<file path="config.mk">
export PLATFORM = sky130hd
export DESIGN_NAME = fractional_rate_averaging_decimator
export DESIGN_NICKNAME = d
export VERILOG_FILES = /design/src/rtl/frad_pkg.sv /design/src/rtl/frad_front.sv /design/src/rtl/frad_queue.sv /design/src/rtl/frad_divider.sv /design/src/rtl/fractional_rate_averaging_decimator.sv
export SDC_FILE = /design/constraint.sdc
export NUM_CORES = 1
export LEC_CHECK = 0
export ABC_AREA = 1
export BUFFER_PORTS_ARGS = -buffer_cell sky130_fd_sc_hd__buf_2
export CAP_MARGIN = 5
export CORE_ASPECT_RATIO = 2
export CORE_MARGIN = 5
export CORE_UTILIZATION = 65
export DETAILED_ROUTE_END_ITERATION = 10
export PLACE_DENSITY = 0.83
export RECOVER_POWER = 50
export SLEW_MARGIN = 20
export SYNTH_ARGS = -nofsm -noshare
export SYNTH_HDL_FRONTEND = slang
export SYNTH_SLANG_ARGS = --single-unit
</file>
<file path="constraint.sdc">
create_clock -name clk -period 10.6 [get_ports clk]
set_input_delay 1.06 -clock clk [delete_from_list [all_inputs] [get_ports clk]]
set_output_delay 1.06 -clock clk [all_outputs]
set_load 0.05 [all_outputs]
</file>
<file path="src/rtl/frad_pkg.sv">
// Shared widths, constants and types for the averaging decimator.
// No dependencies; imported by every module of the block.
package frad_pkg;

	localparam int FRAME_INDEX_BITS = 24;
	localparam int COUNT_BITS       = 13;
	localparam int SAMPLE_BITS      = 16;
	localparam int STEP_BITS        = 28;
	localparam int SLACK_BITS       = 29;
	localparam int SUM_BITS         = COUNT_BITS + SAMPLE_BITS;
	// |sum| stays below 2^(SUM_BITS-1): one bit less carries the magnitude
	localparam int MAG_BITS         = SUM_BITS - 1;
	localparam int ITER_BITS        = $clog2(MAG_BITS);
	localparam int QUEUE_DEPTH      = 4;
	localparam int QPTR_BITS        = $clog2(QUEUE_DEPTH);

	localparam logic [STEP_BITS-1:0]  STEP_RESET = STEP_BITS'(21277901);
	localparam logic [SLACK_BITS-1:0] ONE_TICK   = SLACK_BITS'(65536);
	localparam logic [COUNT_BITS-1:0] COUNT_MAX  = {COUNT_BITS{1'b1}};

	// One closed frame waiting for its division
	typedef struct packed {
		logic signed [SUM_BITS-1:0]   sum;
		logic [COUNT_BITS-1:0]        count;
		logic [FRAME_INDEX_BITS-1:0]  index;
	} frad_job_t;

	// Queue status seen by front and back
	typedef struct packed {
		logic full;
		logic empty;
	} frad_qstat_t;

endpackage

</file>
<file path="src/rtl/frad_front.sv">
// Front end: takes samples, keeps sum, count, slack and frame number,
// pushes one job per closed frame. Depends on frad_pkg.
module frad_front (
	input  logic                                   clk,
	input  logic                                   arst_n,
	input  logic                                   in_valid,
	output logic                                   in_ready,
	input  logic signed [frad_pkg::SAMPLE_BITS-1:0] sample_in,
	input  logic                                   cfg_valid,
	output logic                                   cfg_ready,
	input  logic [frad_pkg::STEP_BITS-1:0]         ticks_per_frame_q16,
	input  frad_pkg::frad_qstat_t                  qstat,
	output logic                                   push,
	output frad_pkg::frad_job_t                    job
);
	import frad_pkg::*;

	logic [STEP_BITS-1:0]        step_q;
	logic [SLACK_BITS-1:0]       slack_q;
	logic signed [SUM_BITS-1:0]  sum_q;
	logic [COUNT_BITS-1:0]       count_q;
	logic [FRAME_INDEX_BITS-1:0] frame_q;

	logic                        accept;
	logic                        closes;
	logic signed [SUM_BITS-1:0]  sum_add;
	logic [COUNT_BITS-1:0]       count_add;
	logic [SLACK_BITS-1:0]       slack_add;

	// negative slack means this beat closes a frame; stall only if it cannot be queued
	assign closes    = slack_q[SLACK_BITS-1];
	assign in_ready  = !(closes && qstat.full);
	assign accept    = in_valid && in_ready;
	assign cfg_ready = 1'b1;

	// sample is dropped once the count saturates
	always_comb begin
		if (count_q != COUNT_MAX) begin
			sum_add   = sum_q + SUM_BITS'(sample_in);
			count_add = count_q + COUNT_BITS'(1);
		end else begin
			sum_add   = sum_q;
			count_add = count_q;
		end
		slack_add = closes ? slack_q + {1'b0, step_q} : slack_q;
	end

	assign push = accept && closes;
	assign job  = '{sum: sum_add, count: count_add, index: frame_q};

	// step register
	always_ff @(posedge clk or negedge arst_n) begin
		if (!arst_n) begin
			step_q <= STEP_RESET;
		end else if (cfg_valid) begin
			step_q <= ticks_per_frame_q16;
		end
	end

	// running accumulation and slack, wrapping in SLACK_BITS
	always_ff @(posedge clk or negedge arst_n) begin
		if (!arst_n) begin
			slack_q <= '0;
			sum_q   <= '0;
			count_q <= '0;
			frame_q <= '0;
		end else if (accept) begin
			slack_q <= slack_add - ONE_TICK;
			if (closes) begin
				sum_q   <= '0;
				count_q <= '0;
				frame_q <= frame_q + FRAME_INDEX_BITS'(1);
			end else begin
				sum_q   <= sum_add;
				count_q <= count_add;
			end
		end
	end

endmodule

</file>
<file path="src/rtl/frad_queue.sv">
// Short job queue between front end and divider.
// Depends on frad_pkg.
module frad_queue (
	input  logic                  clk,
	input  logic                  arst_n,
	input  logic                  push,
	input  frad_pkg::frad_job_t   job_in,
	input  logic                  pop,
	output frad_pkg::frad_job_t   job_out,
	output frad_pkg::frad_qstat_t qstat
);
	import frad_pkg::*;

	frad_job_t            entry_q [QUEUE_DEPTH];
	logic [QPTR_BITS-1:0] wr_q;
	logic [QPTR_BITS-1:0] rd_q;
	logic [QPTR_BITS:0]   fill_q;

	assign qstat.full  = (fill_q == (QPTR_BITS+1)'(QUEUE_DEPTH));
	assign qstat.empty = (fill_q == '0);
	assign job_out     = entry_q[rd_q];

	// entries carry no reset
	always_ff @(posedge clk) begin
		if (push) begin
			entry_q[wr_q] <= job_in;
		end
	end

	// pointers and fill level
	always_ff @(posedge clk or negedge arst_n) begin
		if (!arst_n) begin
			wr_q   <= '0;
			rd_q   <= '0;
			fill_q <= '0;
		end else begin
			if (push) begin
				wr_q <= wr_q + QPTR_BITS'(1);
			end
			if (pop) begin
				rd_q <= rd_q + QPTR_BITS'(1);
			end
			case ({push, pop})
				2'b10:   fill_q <= fill_q + (QPTR_BITS+1)'(1);
				2'b01:   fill_q <= fill_q - (QPTR_BITS+1)'(1);
				default: fill_q <= fill_q;
			endcase
		end
	end

endmodule

</file>
<file path="src/rtl/frad_divider.sv">
// Back end: serial restoring divider, one quotient bit per cycle, and the
// output register. Depends on frad_pkg.
module frad_divider (
	input  logic                                       clk,
	input  logic                                       arst_n,
	input  frad_pkg::frad_qstat_t                      qstat,
	input  frad_pkg::frad_job_t                        job,
	output logic                                       pop,
	output logic                                       out_valid,
	input  logic                                       out_ready,
	output logic signed [frad_pkg::SAMPLE_BITS-1:0]    frame_average,
	output logic [frad_pkg::FRAME_INDEX_BITS-1:0]      frame_index
);
	import frad_pkg::*;

	typedef enum logic [1:0] {
		S_IDLE,
		S_DIV,
		S_HOLD
	} state_t;

	state_t                      state_q;
	logic                        neg_q;
	logic [MAG_BITS-1:0]         quo_q;
	logic [COUNT_BITS-1:0]       rem_q;
	logic [COUNT_BITS-1:0]       div_q;
	logic [ITER_BITS-1:0]        iter_q;
	logic [FRAME_INDEX_BITS-1:0] idx_q;
	logic                        out_valid_q;
	logic signed [SAMPLE_BITS-1:0] avg_q;
	logic [FRAME_INDEX_BITS-1:0] out_idx_q;

	logic signed [SUM_BITS-1:0]  sum_neg;
	logic [MAG_BITS-1:0]         mag;
	logic [COUNT_BITS:0]         rem_shift;
	logic                        fits;
	logic [COUNT_BITS:0]         rem_sub;
	logic [SAMPLE_BITS-1:0]      quo_lo;
	logic                        out_free;

	assign pop       = (state_q == S_IDLE) && !qstat.empty;
	assign out_free  = !out_valid_q || out_ready;
	assign out_valid = out_valid_q;
	assign frame_average = avg_q;
	assign frame_index   = out_idx_q;

	// magnitude of the frame sum
	always_comb begin
		sum_neg = -job.sum;
		mag     = job.sum[SUM_BITS-1] ? MAG_BITS'(sum_neg) : MAG_BITS'(job.sum);
	end

	// one restoring step
	always_comb begin
		rem_shift = {rem_q, quo_q[MAG_BITS-1]};
		rem_sub   = rem_shift - {1'b0, div_q};
		fits      = (rem_shift >= {1'b0, div_q});
		quo_lo    = quo_q[SAMPLE_BITS-1:0];
	end

	// output valid: set when a result is loaded, cleared once the beat is taken
	always_ff @(posedge clk or negedge arst_n) begin
		if (!arst_n) begin
			out_valid_q <= 1'b0;
		end else if ((state_q == S_HOLD) && out_free) begin
			out_valid_q <= 1'b1;
		end else if (out_ready) begin
			out_valid_q <= 1'b0;
		end
	end

	// sequencer with output register
	always_ff @(posedge clk or negedge arst_n) begin
		if (!arst_n) begin
			state_q     <= S_IDLE;
			neg_q       <= 1'b0;
			quo_q       <= '0;
			rem_q       <= '0;
			div_q       <= '0;
			iter_q      <= '0;
			idx_q       <= '0;
			avg_q       <= '0;
			out_idx_q   <= '0;
		end else begin
			unique case (state_q)
				S_IDLE: begin
					if (!qstat.empty) begin
						neg_q   <= job.sum[SUM_BITS-1];
						quo_q   <= mag;
						rem_q   <= '0;
						div_q   <= job.count;
						idx_q   <= job.index;
						iter_q  <= ITER_BITS'(MAG_BITS - 1);
						state_q <= S_DIV;
					end
				end
				S_DIV: begin
					quo_q <= {quo_q[MAG_BITS-2:0], fits};
					rem_q <= fits ? rem_sub[COUNT_BITS-1:0] : rem_shift[COUNT_BITS-1:0];
					if (iter_q == '0) begin
						state_q <= S_HOLD;
					end else begin
						iter_q <= iter_q - ITER_BITS'(1);
					end
				end
				S_HOLD: begin
					// quotient magnitude never exceeds 2^15, so 16 bits carry it
					if (out_free) begin
						avg_q       <= neg_q ? -quo_lo : quo_lo;
						out_idx_q   <= idx_q;
						state_q     <= S_IDLE;
					end
				end
				default: state_q <= S_IDLE;
			endcase
		end
	end

endmodule

</file>
<file path="src/rtl/fractional_rate_averaging_decimator.sv">
// Top level of the fractional-rate averaging decimator.
// Depends on frad_pkg, frad_front, frad_queue, frad_divider.
//
//  channel  signals                                   beat
//  in       in_valid/in_ready, sample_in              one sample per tick
//  cfg      cfg_valid/cfg_ready, ticks_per_frame_q16  step, Q12.16
//  out      out_valid/out_ready, frame_average,       one closed frame
//           frame_index
//
// Samples are taken one per cycle; the front end stalls only when a beat
// closes a frame and the four-entry job queue is full.
// The serial divider takes one job at a time, through idle, divide and hold, so
// frames closing faster than it finishes them back up into the queue.
// cfg_ready is always high. Reset is asynchronous and needs no clearing pass.
module fractional_rate_averaging_decimator (
	input  logic                                    clk,
	input  logic                                    arst_n,
	input  logic                                    in_valid,
	output logic                                    in_ready,
	input  logic signed [frad_pkg::SAMPLE_BITS-1:0] sample_in,
	input  logic                                    cfg_valid,
	output logic                                    cfg_ready,
	input  logic [frad_pkg::STEP_BITS-1:0]          ticks_per_frame_q16,
	output logic                                    out_valid,
	input  logic                                    out_ready,
	output logic signed [frad_pkg::SAMPLE_BITS-1:0] frame_average,
	output logic [frad_pkg::FRAME_INDEX_BITS-1:0]   frame_index
);
	import frad_pkg::*;

	frad_qstat_t qstat;
	frad_job_t   push_job;
	frad_job_t   head_job;
	logic        push;
	logic        pop;

	frad_front u_front (
		.clk                 (clk),
		.arst_n              (arst_n),
		.in_valid            (in_valid),
		.in_ready            (in_ready),
		.sample_in           (sample_in),
		.cfg_valid           (cfg_valid),
		.cfg_ready           (cfg_ready),
		.ticks_per_frame_q16 (ticks_per_frame_q16),
		.qstat               (qstat),
		.push                (push),
		.job                 (push_job)
	);

	frad_queue u_queue (
		.clk     (clk),
		.arst_n  (arst_n),
		.push    (push),
		.job_in  (push_job),
		.pop     (pop),
		.job_out (head_job),
		.qstat   (qstat)
	);

	frad_divider u_div (
		.clk           (clk),
		.arst_n        (arst_n),
		.qstat         (qstat),
		.job           (head_job),
		.pop           (pop),
		.out_valid     (out_valid),
		.out_ready     (out_ready),
		.frame_average (frame_average),
		.frame_index   (frame_index)
	);

endmodule

</file>
# Yosys cells after proc, flatten, opt, wreduce, memory -nomap -nowiden
# Memories as Yosys holds them, arrays and structs flattened.
# Cells that the tools add are included.
[word_totals]
regBits = 257
ram_bits = 264
in_bits = 49
out_inout_bits = 43
elab_cells = 89
n_memories = 1
[op_classes]
addsub = 13
order_cmp = 1
n_eq_ne = 10
mux = 24
n_bitwise = 1
n_reduce_logical = 21
[memory_table]
columns = ["memory", "depth", "width", "rd", "rd_ports_with_merged_regs", "write_ports", "line_no", "source"]
rows = [
  ["u_queue.entry_q", 4, 66, 1, 0, 1, "frad_queue.sv:14", "frad_job_t entry_q [QUEUE_DEPTH];"],
]
[ops]
columns = ["cell", "n"]
rows = [
  ["$mux 29", 3],
  ["$mux 28", 2],
  ["$pmux 28 s2", 1],
  ["$mux 13", 4],
  ["$add 29x16->29", 1],
  ["$add 29x28->29", 1],
  ["$sub 29x17->29 const B", 1],
  ["$neg 28->28", 1],
  ["$pmux 13 s2", 1],
  ["$add 24x1->24 const B", 1],
  ["$mux 16", 1],
  ["$neg 16->16", 1],
  ["$ge 14x13->1", 1],
  ["$add 13x1->13 const B", 1],
  ["$ne 13x13->1 const B", 1],
  ["$sub 13x13->13", 1],
  ["$mux 5", 2],
  ["$pmux 5 s2", 1],
  ["$reduce_and 2->1", 4],
  ["$mux 2", 3],
  ["$pmux 2 s3", 1],
  ["$pmux 3 s2", 1],
  ["$reduce_and 3->1", 2],
  ["$reduce_bool 2->1", 3],
  ["other kinds (17)", 31],
]

# Depth between registers and ports, before layout
# Gate-level depths: netlist of run 1.
[logic_depth]
word_depth = 7
depth_mapped = 21
ltp_nobuf = 21

# Hierarchy
# A second synthesis of run 1 with hierarchy kept.
[hier_totals]
cells_unflattened = 3166
hier_area_um2 = 28021.9
[modules_own_cells]
columns = ["module", "instances", "cells_per_inst", "area_per_inst_um2", "seq_area_each_um2"]
rows = [
  ["frad_queue", 1, 819, 11247.0, 8102.8],
  ["frad_front", 1, 1395, 9719.3, 3093.0],
  ["frad_divider", 1, 952, 7055.5, 3178.0],
]

# Worst setup path before layout of run 1
# No wires, ideal clock.
[synth_timing]
path_kind = "input to register"
from = "input port in_valid"
to = "memory u_queue.entry_q[0][0] (netlist bit) (enable)"
setup_time_ns = 0.491
t_arrival_ns = 4.513
t_required_ns = 10.109
path_slack_ns = 5.596
path_stages = 6
path_buffers = 2
path_cell_list = "nand2_4 inv_4 nand2_2 clkbuf_1 clkbuf_1 nor2_1"
[synth_between]
elab_chain_cells = 4
[synth_rtl]
columns = ["element", "line_no", "source"]
rows = [
  ["start: declaration", "fractional_rate_averaging_decimator.sv:18", "input logic in_valid,"],
  ["$logic_and 1x1->1", "frad_front.sv:33", "assign accept = in_valid && in_ready;"],
  ["$logic_and 1x1->1", "frad_front.sv:48", "assign push = accept && closes;"],
  ["$mux 1", "frad_queue.sv:25", "if (push) begin"],
  ["$mux 1 (implied by the code)", "frad_queue.sv:26", "entry_q[wr_q] <= job_in;"],
  ["end: declaration", "frad_queue.sv:14", ""],
]
# No other way between the ends.

# Final worst setup path of run 1
[layout_timing]
from = "register u_front.slack_q[28]"
to = "register u_front.frame_q[20]"
[layout_between]
elab_chain_cells = 4
[layout_rtl]
columns = ["element", "line_no", "source"]
rows = [
  ["start: declaration", "frad_front.sv:19", "logic [SLACK_BITS-1:0] slack_q;"],
  ["start signal: assignment", "frad_front.sv:68", "slack_q <= slack_add - ONE_TICK;"],
  ["$logic_and 1x1->1", "frad_front.sv:32", "assign in_ready = !(closes && qstat.full);"],
  ["$logic_not 1->1", "frad_front.sv:32", ""],
  ["$logic_and 1x1->1", "frad_front.sv:33", ""],
  ["$reduce_and 2->1 (no line) (*)", "n/a", ""],
  ["end signal: assignment", "frad_front.sv:72", "frame_q <= frame_q + FRAME_INDEX_BITS'(1);"],
  ["end: declaration", "frad_front.sv:22", "logic [FRAME_INDEX_BITS-1:0] frame_q;"],
]
# Mark *: on every way between the ends. The rest lies on a longest branch, timed or not.
# A chain may end at the register's enable or synchronous reset.

==> flow_summary.html, run 1 <==
<table>
<tr><th>Metric</th><th>Value</th></tr>
<tr><th colspan="2">Clock tree</th></tr>
<tr><td>Post_cts resized</td><td>0</td></tr>
<tr><td>Maximum count of clock buffers along a single path</td><td>3</td></tr>
<tr><td>Setup bufs post-CTS</td><td>0</td></tr>
<tr><td>Clk_lat worst skew</td><td>0.57 ns</td></tr>
<tr><td>Sink count of the clock tree</td><td>521</td></tr>
<tr><td>Total number of H-tree levels</td><td>2</td></tr>
<tr><td>Total clock buffers created by CTS</td><td>44</td></tr>
<tr><td>CTS root buf</td><td>clkbuf_16</td></tr>
<tr><td>TritonCTS clock tree</td><td>done</td></tr>
<tr><td>Clk pin slew, worst setup/hold paths</td><td>0.07 ns</td></tr>
<tr><td>Hold_buf cts</td><td>0</td></tr>
<tr><th colspan="2">Synthesis</th></tr>
<tr><td>Post-synthesis sequential area ratio</td><td>53.75%</td></tr>
<tr><td>Count leader, synth</td><td>nand2_1</td></tr>
<tr><td>Syn Nets</td><td>3062</td></tr>
<tr><td>Syn. warnings</td><td>0</td></tr>
<tr><td>Cells taking the most area after synthesis</td><td>edfxtp_1 (30%), dfrtp_1 (23%), nand2_1 (9.8%)</td></tr>
<tr><td>Synthesized area per cell</td><td>9.133 sq um</td></tr>
<tr><td>Yosys top cell by area</td><td>edfxtp_1</td></tr>
<tr><td>Number of synthesized flops with an enable pin</td><td>264</td></tr>
<tr><td>Synthesized cell area</td><td>26740 sq um</td></tr>
<tr><td>Top cells by count, synth</td><td>nand2_1 (696), inv_1 (312), o21ai_0 (276)</td></tr>
<tr><td>Share of synthesized flip-flops with an asynchronous set or reset</td><td>49.33%</td></tr>
<tr><td>Most used flip-flop cell after synthesis</td><td>edfxtp_1</td></tr>
<tr><td>Area share of the largest cell type after synthesis</td><td>29.65%</td></tr>
<tr><td>Distinct cells, synth</td><td>66</td></tr>
<tr><td>Cells after Synth</td><td>2928</td></tr>
<tr><td>Synthesis-stage register bit count</td><td>521</td></tr>
<tr><th colspan="2">Routing</th></tr>
<tr><td>Routed WL per cell</td><td>17.90 um</td></tr>
<tr><td>Number of violations reported at the end of detailed-routing iteration 0</td><td>1406</td></tr>
<tr><td>Remaining antenna violation count after routing</td><td>0</td></tr>
<tr><td>Detailed-route wire length</td><td>63560 um</td></tr>
<tr><td>Via count</td><td>20480</td></tr>
<tr><td>Via density</td><td>5.768</td></tr>
<tr><td>Drc violations</td><td>0</td></tr>
<tr><td>Detailed-router iteration count before antenna repair</td><td>5</td></tr>
<tr><th colspan="2">Place</th></tr>
<tr><td>Dpl hpwl</td><td>43760 um</td></tr>
<tr><td>Routability congestion estimate from global placement</td><td>0.9492</td></tr>
<tr><td>IO buf count</td><td>90</td></tr>
<tr><th colspan="2">Cells and area</th></tr>
<tr><td>Filler instances</td><td>3078</td></tr>
<tr><td>Share of post-route cells with drive strength above 1</td><td>9.847%</td></tr>
<tr><td>Layout Area Growth over Synthesis</td><td>8.394%</td></tr>
<tr><td>Share of the core filled with cells</td><td>70.94%</td></tr>
<tr><td>Nets@finish</td><td>3115</td></tr>
<tr><td>Diodes inserted</td><td>0</td></tr>
<tr><th colspan="2">Critical path</th></tr>
<tr><td>Max stage delay on crit path</td><td>1.64 ns</td></tr>
<tr><td>Required time at the endpoint of the critical path</td><td>11.05 ns</td></tr>
<tr><td>Slowest CP cell</td><td>clkinvlp_2</td></tr>
<tr><td>Startpoint types</td><td>flop</td></tr>
<tr><td>Category of the worst setup path capture point</td><td>flop</td></tr>
<tr><td>Crit-path most repeated cell</td><td>nand2_1</td></tr>
<tr><td>Crit path cell chain</td><td>buf_4 &gt; nand3_2 &gt; nand2_1 &gt; clkinvlp_2 &gt; nand2_1 &gt; clkinv_2 &gt; nand2_2 &gt; nor2_4 &gt; nand4_4 &gt; nor2_2 &gt; nand2_1 &gt; nor3_2 &gt; xor2_1</td></tr>
<tr><td>Critical path start-end classification</td><td>flop to flop</td></tr>
<tr><td>Number of buffers and inverters on the critical path</td><td>3</td></tr>
<tr><td>Cell family contributing the most delay on the critical path</td><td>simple AND/OR/NAND/NOR gates</td></tr>
<tr><td>Worst endpoint data arrival time</td><td>7.04 ns</td></tr>
<tr><td>Crit path max fanout</td><td>37</td></tr>
<tr><th colspan="2">STA</th></tr>
<tr><td>Worst clock skew on the final layout</td><td>0.01715 ns</td></tr>
<tr><td>Transition time at the pin with the least slew margin</td><td>4.263 ns</td></tr>
<tr><td>Final-report hold violation count</td><td>0</td></tr>
<tr><td>Final critical path time including I/O delays and setup</td><td>6.597 ns</td></tr>
<tr><td>Min Hold Slack</td><td>0.4829 ns</td></tr>
<tr><td>Worst slew margin</td><td>-184.2%</td></tr>
<tr><td>FMAX</td><td>151.6 MHz</td></tr>
<tr><td>Number of slew-limit violations in the final report</td><td>228</td></tr>
<tr><td>Final-report setup violation count</td><td>0</td></tr>
<tr><td>Ratio of final minimum period to clock period</td><td>62.24%</td></tr>
<tr><td>Final total negative setup slack</td><td>0 ns</td></tr>
<tr><td>Setup repair after global routing missed its margin</td><td>no</td></tr>
<tr><th colspan="2">Run status</th></tr>
<tr><td>Run status</td><td>finished, violations left</td></tr>
<tr><td>Violations in the final reports</td><td>max-capacitance violations, max-slew violations</td></tr>
<tr><th colspan="2">GRT</th></tr>
<tr><td>Vias in the first global route</td><td>20620</td></tr>
<tr><td>Total global-route track usage</td><td>27.51%</td></tr>
<tr><td>Overall overflow remaining after global route</td><td>0</td></tr>
<tr><td>Wire length of the first global-routing pass</td><td>102700 um</td></tr>
<tr><td>Initial antenna violation count</td><td>0</td></tr>
<tr><td>Maximum number of pins on one net before global-route repair</td><td>136</td></tr>
<tr><th colspan="2">Floorplanning</th></tr>
<tr><td>Die outline height</td><td>296.8 um</td></tr>
<tr><td>Die Footprint</td><td>45540 sq um</td></tr>
<tr><td>Core Box Area</td><td>40860 sq um</td></tr>
<tr><td>Width of the chip</td><td>153.4 um</td></tr>
<tr><td>IO Pins</td><td>92</td></tr>
<tr><td>Starting utilization of the core area</td><td>65.45%</td></tr>
<tr><td>Rows</td><td>105</td></tr>
<tr><th colspan="2">Flow run</th></tr>
<tr><td>Maximum capacitance violations</td><td>4</td></tr>
<tr><th colspan="2">Power</th></tr>
<tr><td>Post-route total power</td><td>8.466 mW</td></tr>
<tr><td>Worst ir drop on vdd</td><td>0.1952 mV</td></tr>
<tr><td>Pwr per Cell Area</td><td>292.1 nW/um^2</td></tr>
<tr><td>Static leakage</td><td>12.68 nW</td></tr>
<tr><th colspan="2">Hold path</th></tr>
<tr><td>Hold Crit Class</td><td>flop to flop</td></tr>
</table>
==> area by class of cell <==
| class | instances | area [sq um] | share of cell area (%) |
|---|---|---|---|
| timing repair buffer | 106 | 529.3 | 1.826 |
| tap | 535 | 669.4 | 2.309 |
| clock buffer | 57 | 1201 | 4.144 |
| multi-input combinational | 1984 | 10670 | 36.81 |
| inverter | 324 | 1221 | 4.213 |
| sequential | 521 | 14380 | 49.61 |
| clock inverter | 24 | 316.6 | 1.092 |
==> flip-flops by register name, summed over array words and instances, names as in the netlist, 3 cells and up <==
| name | count |
|---|---|
| u_div.div_q | 13 |
| u_div.frame_average | 16 |
| u_div.frame_index | 24 |
| u_div.idx_q | 24 |
| u_div.iter_q | 5 |
| u_div.quo_q | 28 |
| u_div.rem_q | 13 |
| u_front.count_q | 13 |
| u_front.frame_q | 24 |
| u_front.slack_q | 29 |
| u_front.step_q | 28 |
| u_front.sum_q | 29 |
| u_queue.entry_q | 264 |
| u_queue.fill_q | 3 |
==> worst reg2reg max path, stage by stage (launching register included) <==
cell        delay, ns
dfrtp_1          0.32
buf_4            0.29
nand3_2          0.19
nand2_1          0.98
clkinvlp_2       1.65
nand2_1          1.60
clkinv_2         0.62
nand2_2          0.26
nor2_4           0.08
nand4_4          0.11
nor2_2           0.06
nand2_1          0.13
nor3_2           0.06
xor2_1           0.14
==> final timing paths <==
path	cells after the start	startpoint	slack, ns	end
min reg2reg	2	u_div.frame_average[7]	0.48	u_div.frame_average[7]
min in group asynchronous	1	arst_n	0.59	u_front.slack_q[1]
max	13	u_front.slack_q[28]	4.00	u_front.frame_q[20]
max in group asynchronous	2	arst_n	8.57	u_queue.rd_q[0]
min	2	u_div.frame_average[7]	0.48	u_div.frame_average[7]
max reg2reg	13	u_front.slack_q[28]	4.00	u_front.frame_q[20]
==> where the power goes <==
group | internal [mW] | total, mW | leakage, nW | switching [mW]
clock | 0.942 | 1.71 | 0.715 | 0.765
combinational | 1.27 | 3.83 | 6.37 | 2.56
sequential | 2.65 | 2.93 | 5.59 | 0.278
==> per-layer routing <==
| metal | wire (um) | track usage (%) | share of wire, % |
|---|---|---|---|
| met5 | 0 | 0 | 0 |
| met2 | 34560 | 51.53 | 54 |
| met3 | 2675 | 2.899 | 4.2 |
| met1 | 23150 | 30.89 | 36 |
| met4 | 3176 | 13.16 | 5.0 |
==> per-stage QoR <==
stage               setup WS, ns  instance area, sq um  instances
floorplan                  5.596                 26740       2928
global placement           6.678                 27540       3470
detailed placement         6.591                 27540       3470
CTS                        6.902                 29060       3551
global route               3.431                 28990       3551
finish                     4.003                 28990       3551
==> cell families after synthesis <==
| logic type | share of synthesized area (%) |
|---|---|
| AOI/OAI and AO/OA | 11.87 |
| xor gates and xnor gates | 2.948 |
| adders and majority gates | 4.089 |
| buffers and inverters | 6.424 |
| DFF | 53.75 |
| muxes | 1.179 |
| other | 0.01402 |
| and+or+nand+nor | 19.72 |
==> placed cells by master, fill, tap and decap left out, types with 7 or more instances in the layout <==
cell        netlist  final
clkinvlp_4        0      7
dfstp_2          12     11
mux2_2           28     28
a21o_1            8      8
nor2_4            7     11
nand3b_1         10     10
o221ai_1         11     11
dfrtp_1         245    243
nor3_1           24     24
o21bai_1         11     11
nand2_1         696    699
xnor2_1          38     38
nor2_1          237    232
buf_4             5     12
o21ai_0         276    280
edfxtp_1        264    264
a21oi_2           9      9
nor2_2           16     17
a31oi_1          16     16
a21oi_1          96     96
clkbuf_16         0     45
o21ai_1          29     25
xor2_1           52     52
nand2_2          24     22
inv_2             6      7
o22ai_1          47     47
clkbuf_1         59     54
or2_2            19     19
buf_2            16     47
inv_1           312    310
nand4_1          30     30
ha_1             81     81
nand3_1         138    138
(Power assumes the default switching activity.)
==> run 2: changes to the inputs <==
--- a/config.mk
+++ b/config.mk
@@ -5,14 +5,14 @@
 export SDC_FILE = /design/constraint.sdc
 export NUM_CORES = 1
 export LEC_CHECK = 0
-export ABC_AREA = 1
+export ABC_AREA = 0
 export BUFFER_PORTS_ARGS = -buffer_cell sky130_fd_sc_hd__buf_2
 export CAP_MARGIN = 5
 export CORE_ASPECT_RATIO = 2
 export CORE_MARGIN = 5
-export CORE_UTILIZATION = 65
+export CORE_UTILIZATION = 56
 export DETAILED_ROUTE_END_ITERATION = 10
-export PLACE_DENSITY = 0.83
+export PLACE_DENSITY = 0.76
 export RECOVER_POWER = 50
 export SLEW_MARGIN = 20
 export SYNTH_ARGS = -nofsm -noshare
==> constraint.sdc (replaced) <==
create_clock -name clk -period 6 [get_ports clk]
set_input_delay 0.6 -clock clk [delete_from_list [all_inputs] [get_ports clk]]
set_output_delay 0.6 -clock clk [all_outputs]
set_load 0.05 [all_outputs]
==> flow_summary.html, run 2 <==
<table>
<tr><th>Metric</th><th>Value</th></tr>
<tr><th colspan="2">Cells and area</th></tr>
<tr><td>Leading cell type in the layout, fill and taps excluded</td><td>nand2_1</td></tr>
<tr><td>Largest regs</td><td>u_queue.entry_q x264, u_front.slack_q x29, u_front.sum_q x29</td></tr>
<tr><td>Share of post-route cells with drive strength above 1</td><td>14.54%</td></tr>
<tr><td>Max FFs per register</td><td>264</td></tr>
<tr><td>Nets@finish</td><td>2229</td></tr>
<tr><td>Register containing the most flip-flops in the final layout</td><td>u_queue.entry_q</td></tr>
<tr><td>Layout Area Growth over Synthesis</td><td>9.506%</td></tr>
<tr><td>Commonest non-fill, non-tap cells in the layout</td><td>nand2_1 (273), edfxtp_1 (264), dfrtp_1 (243), o21ai_0 (130), xnor2_1 (105)</td></tr>
<tr><td>Share of the core filled with cells</td><td>62.04%</td></tr>
<tr><th colspan="2">Power</th></tr>
<tr><td>Net Sw Power</td><td>5.848 mW</td></tr>
<tr><td>Switching share of power</td><td>39.31%</td></tr>
<tr><td>Sequential Power Share</td><td>36.8%</td></tr>
<tr><td>Share of power burned in combinational logic</td><td>42.9%</td></tr>
<tr><td>Worst ir drop on vdd</td><td>0.3837 mV</td></tr>
<tr><td>Power share of the clock group</td><td>20.3%</td></tr>
<tr><td>Static leakage</td><td>10.78 nW</td></tr>
<tr><td>Internal power summed over all cells</td><td>9.030 mW</td></tr>
<tr><td>Pwr per Cell Area</td><td>542.7 nW/um^2</td></tr>
<tr><th colspan="2">STA</th></tr>
<tr><td>Final total negative setup slack</td><td>0 ns</td></tr>
<tr><td>Final-report hold violation count</td><td>0</td></tr>
<tr><td>Final-report setup violation count</td><td>0</td></tr>
<tr><td>Ratio of final minimum period to clock period</td><td>74.16%</td></tr>
<tr><td>Transition time at the pin with the least slew margin</td><td>3.363 ns</td></tr>
<tr><td>FMAX</td><td>224.8 MHz</td></tr>
<tr><td>Setup repair after global routing missed its margin</td><td>no</td></tr>
<tr><td>Final critical path time including I/O delays and setup</td><td>4.449 ns</td></tr>
<tr><td>Worst clock skew on the final layout</td><td>0.03564 ns</td></tr>
<tr><td>Number of slew-limit violations in the final report</td><td>228</td></tr>
<tr><td>Worst slew margin</td><td>-124.2%</td></tr>
<tr><th colspan="2">Clock tree</th></tr>
<tr><td>Total number of H-tree levels</td><td>2</td></tr>
<tr><td>Clk_lat worst skew</td><td>0.59 ns</td></tr>
<tr><td>Sink count of the clock tree</td><td>521</td></tr>
<tr><td>Hold_buf cts</td><td>0</td></tr>
<tr><td>Setup bufs post-CTS</td><td>0</td></tr>
<tr><td>Post_cts resized</td><td>0</td></tr>
<tr><td>Clk pin slew, worst setup/hold paths</td><td>0.07 ns</td></tr>
<tr><td>Total clock buffers created by CTS</td><td>45</td></tr>
<tr><td>CTS root buf</td><td>clkbuf_16</td></tr>
<tr><td>Maximum count of clock buffers along a single path</td><td>3</td></tr>
<tr><td>TritonCTS clock tree</td><td>done</td></tr>
<tr><th colspan="2">Synthesis</th></tr>
<tr><td>Synthesis-stage register bit count</td><td>521</td></tr>
<tr><td>Yosys top cell by area</td><td>edfxtp_1</td></tr>
<tr><td>Most used flip-flop cell after synthesis</td><td>edfxtp_1</td></tr>
<tr><td>Fraction of the mapped netlist area in compound gates</td><td>11.25%</td></tr>
<tr><td>Share of synthesized flip-flops with an asynchronous set or reset</td><td>49.33%</td></tr>
<tr><td>Area share of the largest cell type after synthesis</td><td>31.67%</td></tr>
<tr><td>Adder-cell share of the synthesized area</td><td>4.368%</td></tr>
<tr><td>Syn Nets</td><td>2166</td></tr>
<tr><td>Post-synthesis sequential area ratio</td><td>57.42%</td></tr>
<tr><td>Xor/xnor cell area share of the yosys netlist</td><td>5.138%</td></tr>
<tr><td>Number of synthesized flops with an enable pin</td><td>264</td></tr>
<tr><td>Synthesized cell area</td><td>25030 sq um</td></tr>
<tr><td>Syn. warnings</td><td>0</td></tr>
<tr><td>Top cells by count, synth</td><td>nand2_1 (274), edfxtp_1 (264), dfrtp_1 (245)</td></tr>
<tr><td>Cells taking the most area after synthesis</td><td>edfxtp_1 (32%), dfrtp_1 (24%), mux4_2 (5.8%)</td></tr>
<tr><td>Cells after Synth</td><td>2032</td></tr>
<tr><td>Multiplexer area fraction after synthesis</td><td>9.261%</td></tr>
<tr><td>Synthesized area per cell</td><td>12.32 sq um</td></tr>
<tr><td>Distinct cells, synth</td><td>87</td></tr>
<tr><td>Count leader, synth</td><td>nand2_1</td></tr>
<tr><td>Main combinational cell family by area after synthesis</td><td>compound AO/OA/AOI/OAI gates</td></tr>
<tr><td>Area fraction in and, or, nand and nor cells after synthesis</td><td>10.05%</td></tr>
<tr><th colspan="2">Routing</th></tr>
<tr><td>Detailed-route wire length</td><td>54150 um</td></tr>
<tr><td>Detailed-router iteration count before antenna repair</td><td>6</td></tr>
<tr><td>Routed WL per cell</td><td>20.15 um</td></tr>
<tr><td>Via count</td><td>16080</td></tr>
<tr><td>Via density</td><td>5.980</td></tr>
<tr><td>Number of violations reported at the end of detailed-routing iteration 0</td><td>941</td></tr>
<tr><td>Remaining antenna violation count after routing</td><td>0</td></tr>
<tr><td>Drc violations</td><td>0</td></tr>
<tr><th colspan="2">Place</th></tr>
<tr><td>Dpl hpwl</td><td>37230 um</td></tr>
<tr><td>Routability congestion estimate from global placement</td><td>0.9217</td></tr>
<tr><td>IO buf count</td><td>90</td></tr>
<tr><th colspan="2">Critical path</th></tr>
<tr><td>Crit. Startpoint</td><td>u_queue.rd_q[0]</td></tr>
<tr><td>Endpoint of the lowest-slack register-to-register path</td><td>u_div.div_q[12]</td></tr>
<tr><td>Critical Path End</td><td>u_div.div_q[12]</td></tr>
<tr><td>Worst endpoint data arrival time</td><td>4.86 ns</td></tr>
<tr><td>Critical path depth in cells</td><td>4</td></tr>
<tr><td>Crit path cell chain</td><td>clkbuf_1 &gt; mux4_2 &gt; nand2_1 &gt; o21ai_0</td></tr>
<tr><td>Required time at the endpoint of the critical path</td><td>6.41 ns</td></tr>
<tr><td>Critical path start-end classification</td><td>flop to flop</td></tr>
<tr><td>Cell family contributing the most delay on the critical path</td><td>buffers and inverters</td></tr>
<tr><td>Category of the worst setup path capture point</td><td>flop</td></tr>
<tr><td>Number of buffers and inverters on the critical path</td><td>1</td></tr>
<tr><td>Worst Reg2Reg Path Length in Cells</td><td>4</td></tr>
<tr><td>Startpoint types</td><td>flop</td></tr>
<tr><td>Max stage delay on crit path</td><td>2.42 ns</td></tr>
<tr><td>Worst reg2reg startpoint</td><td>u_queue.rd_q[0]</td></tr>
<tr><td>Slowest CP cell</td><td>clkbuf_1</td></tr>
<tr><td>Internal reg-to-reg setup slack</td><td>1.55 ns</td></tr>
<tr><td>Crit path max fanout</td><td>38</td></tr>
<tr><th colspan="2">GRT</th></tr>
<tr><td>Total global-route track usage</td><td>21.92%</td></tr>
<tr><td>Vias in the first global route</td><td>17170</td></tr>
<tr><td>Initial antenna violation count</td><td>2</td></tr>
<tr><td>Maximum number of pins on one net before global-route repair</td><td>154</td></tr>
<tr><td>Wire length of the first global-routing pass</td><td>87860 um</td></tr>
<tr><td>Overall overflow remaining after global route</td><td>0</td></tr>
<tr><th colspan="2">Floorplanning</th></tr>
<tr><td>Core Box Area</td><td>44190 sq um</td></tr>
<tr><td>Rows</td><td>109</td></tr>
<tr><td>Width of the chip</td><td>159.5 um</td></tr>
<tr><td>Starting utilization of the core area</td><td>56.65%</td></tr>
<tr><td>Die outline height</td><td>309.0 um</td></tr>
<tr><td>IO Pins</td><td>92</td></tr>
<tr><td>Die Footprint</td><td>49290 sq um</td></tr>
<tr><th colspan="2">Run status</th></tr>
<tr><td>Violations in the final reports</td><td>max-capacitance violations, max-slew violations</td></tr>
<tr><td>Run status</td><td>finished, violations left</td></tr>
<tr><th colspan="2">Hold path</th></tr>
<tr><td>Hold Crit Class</td><td>primary input to asynchronous set/reset pin</td></tr>
<tr><th colspan="2">Flow run</th></tr>
<tr><td>Maximum capacitance violations</td><td>6</td></tr>
</table>
run 2: changes by cell type after synthesis, sizes merged, moves of 43 or more:
cell   before  now
inv       319   55
mux4        0   65
nand2     723  274
nand3     143   38
nor2      260  103
o21ai     312  153
o22ai      47    4
xnor2      38  105
run 2: worst min-delay path by stage:
stage                   endpoint  depth (start not counted)
2_1_floorplan     u_div.div_q[0]                          0
3_3_place_gp     u_div.idx_q[16]                          2
3_5_place_dp     u_div.idx_q[16]                          2
4_1_cts        u_front.step_q[4]                          1
5_1_grt        u_front.step_q[4]                          1
6_report       u_front.step_q[4]                          1
run 2: metal layers:
layer	vias up	part of all wire (%)	global-route usage (%)
li1	7551	-	-
met3	142	3.7	2.586
met5	-	0	0
met1	7968	36	23.45
met2	414	56	42.68
met4	0	4.4	9.809
run 2: per-stage QoR:
step	setup slack (ns)	hold slack (ns)	power [mW]	std cells	area [sq um]
after global placement	1.984	0.4540	11.60	2603	25940
after floorplan	2.433	0.3044	10.41	2032	25030
final	1.551	0.05957	14.88	2688	27410
after global routing	0.9766	0.1215	15.87	2687	27410
after detailed placement	1.904	0.4590	11.89	2603	25940
after CTS	2.060	0.09415	14.97	2687	27490
run 2: cell type report:
cell class	instances	area (sq um)
clock inverters	29	364.1
diodes	1	2.502
clock buffers	55	1184
multi-input cells	1363	10040
flip-flops and latches	521	14380
repair buffers	108	539.3
well taps	555	694.4
fillers	3402	16770
inverters	56	210.2
run 2: kinds of logic after synthesis:
kind of cell | count (synthesis)
simple gates | 558
xor+xnor | 146
fa+ha+maj | 85
mux | 143
other cells | 1
compound gates | 430
flops | 521
buf+inv | 148
run 2: power groups by stage:
| stage | Sequential, mW | Clock (mW) | Combinational [mW] |
|---|---|---|---|
| 2_1_floorplan | 5.68 | 0 | 4.72 |
| 3_3_place_gp | 5.49 | 0 | 6.11 |
| 3_5_place_dp | 5.53 | 0 | 6.37 |
| 4_1_cts | 5.47 | 3.09 | 6.41 |
| 5_1_grt | 5.58 | 3.24 | 7.05 |
| 6_report | 5.47 | 3.03 | 6.38 |
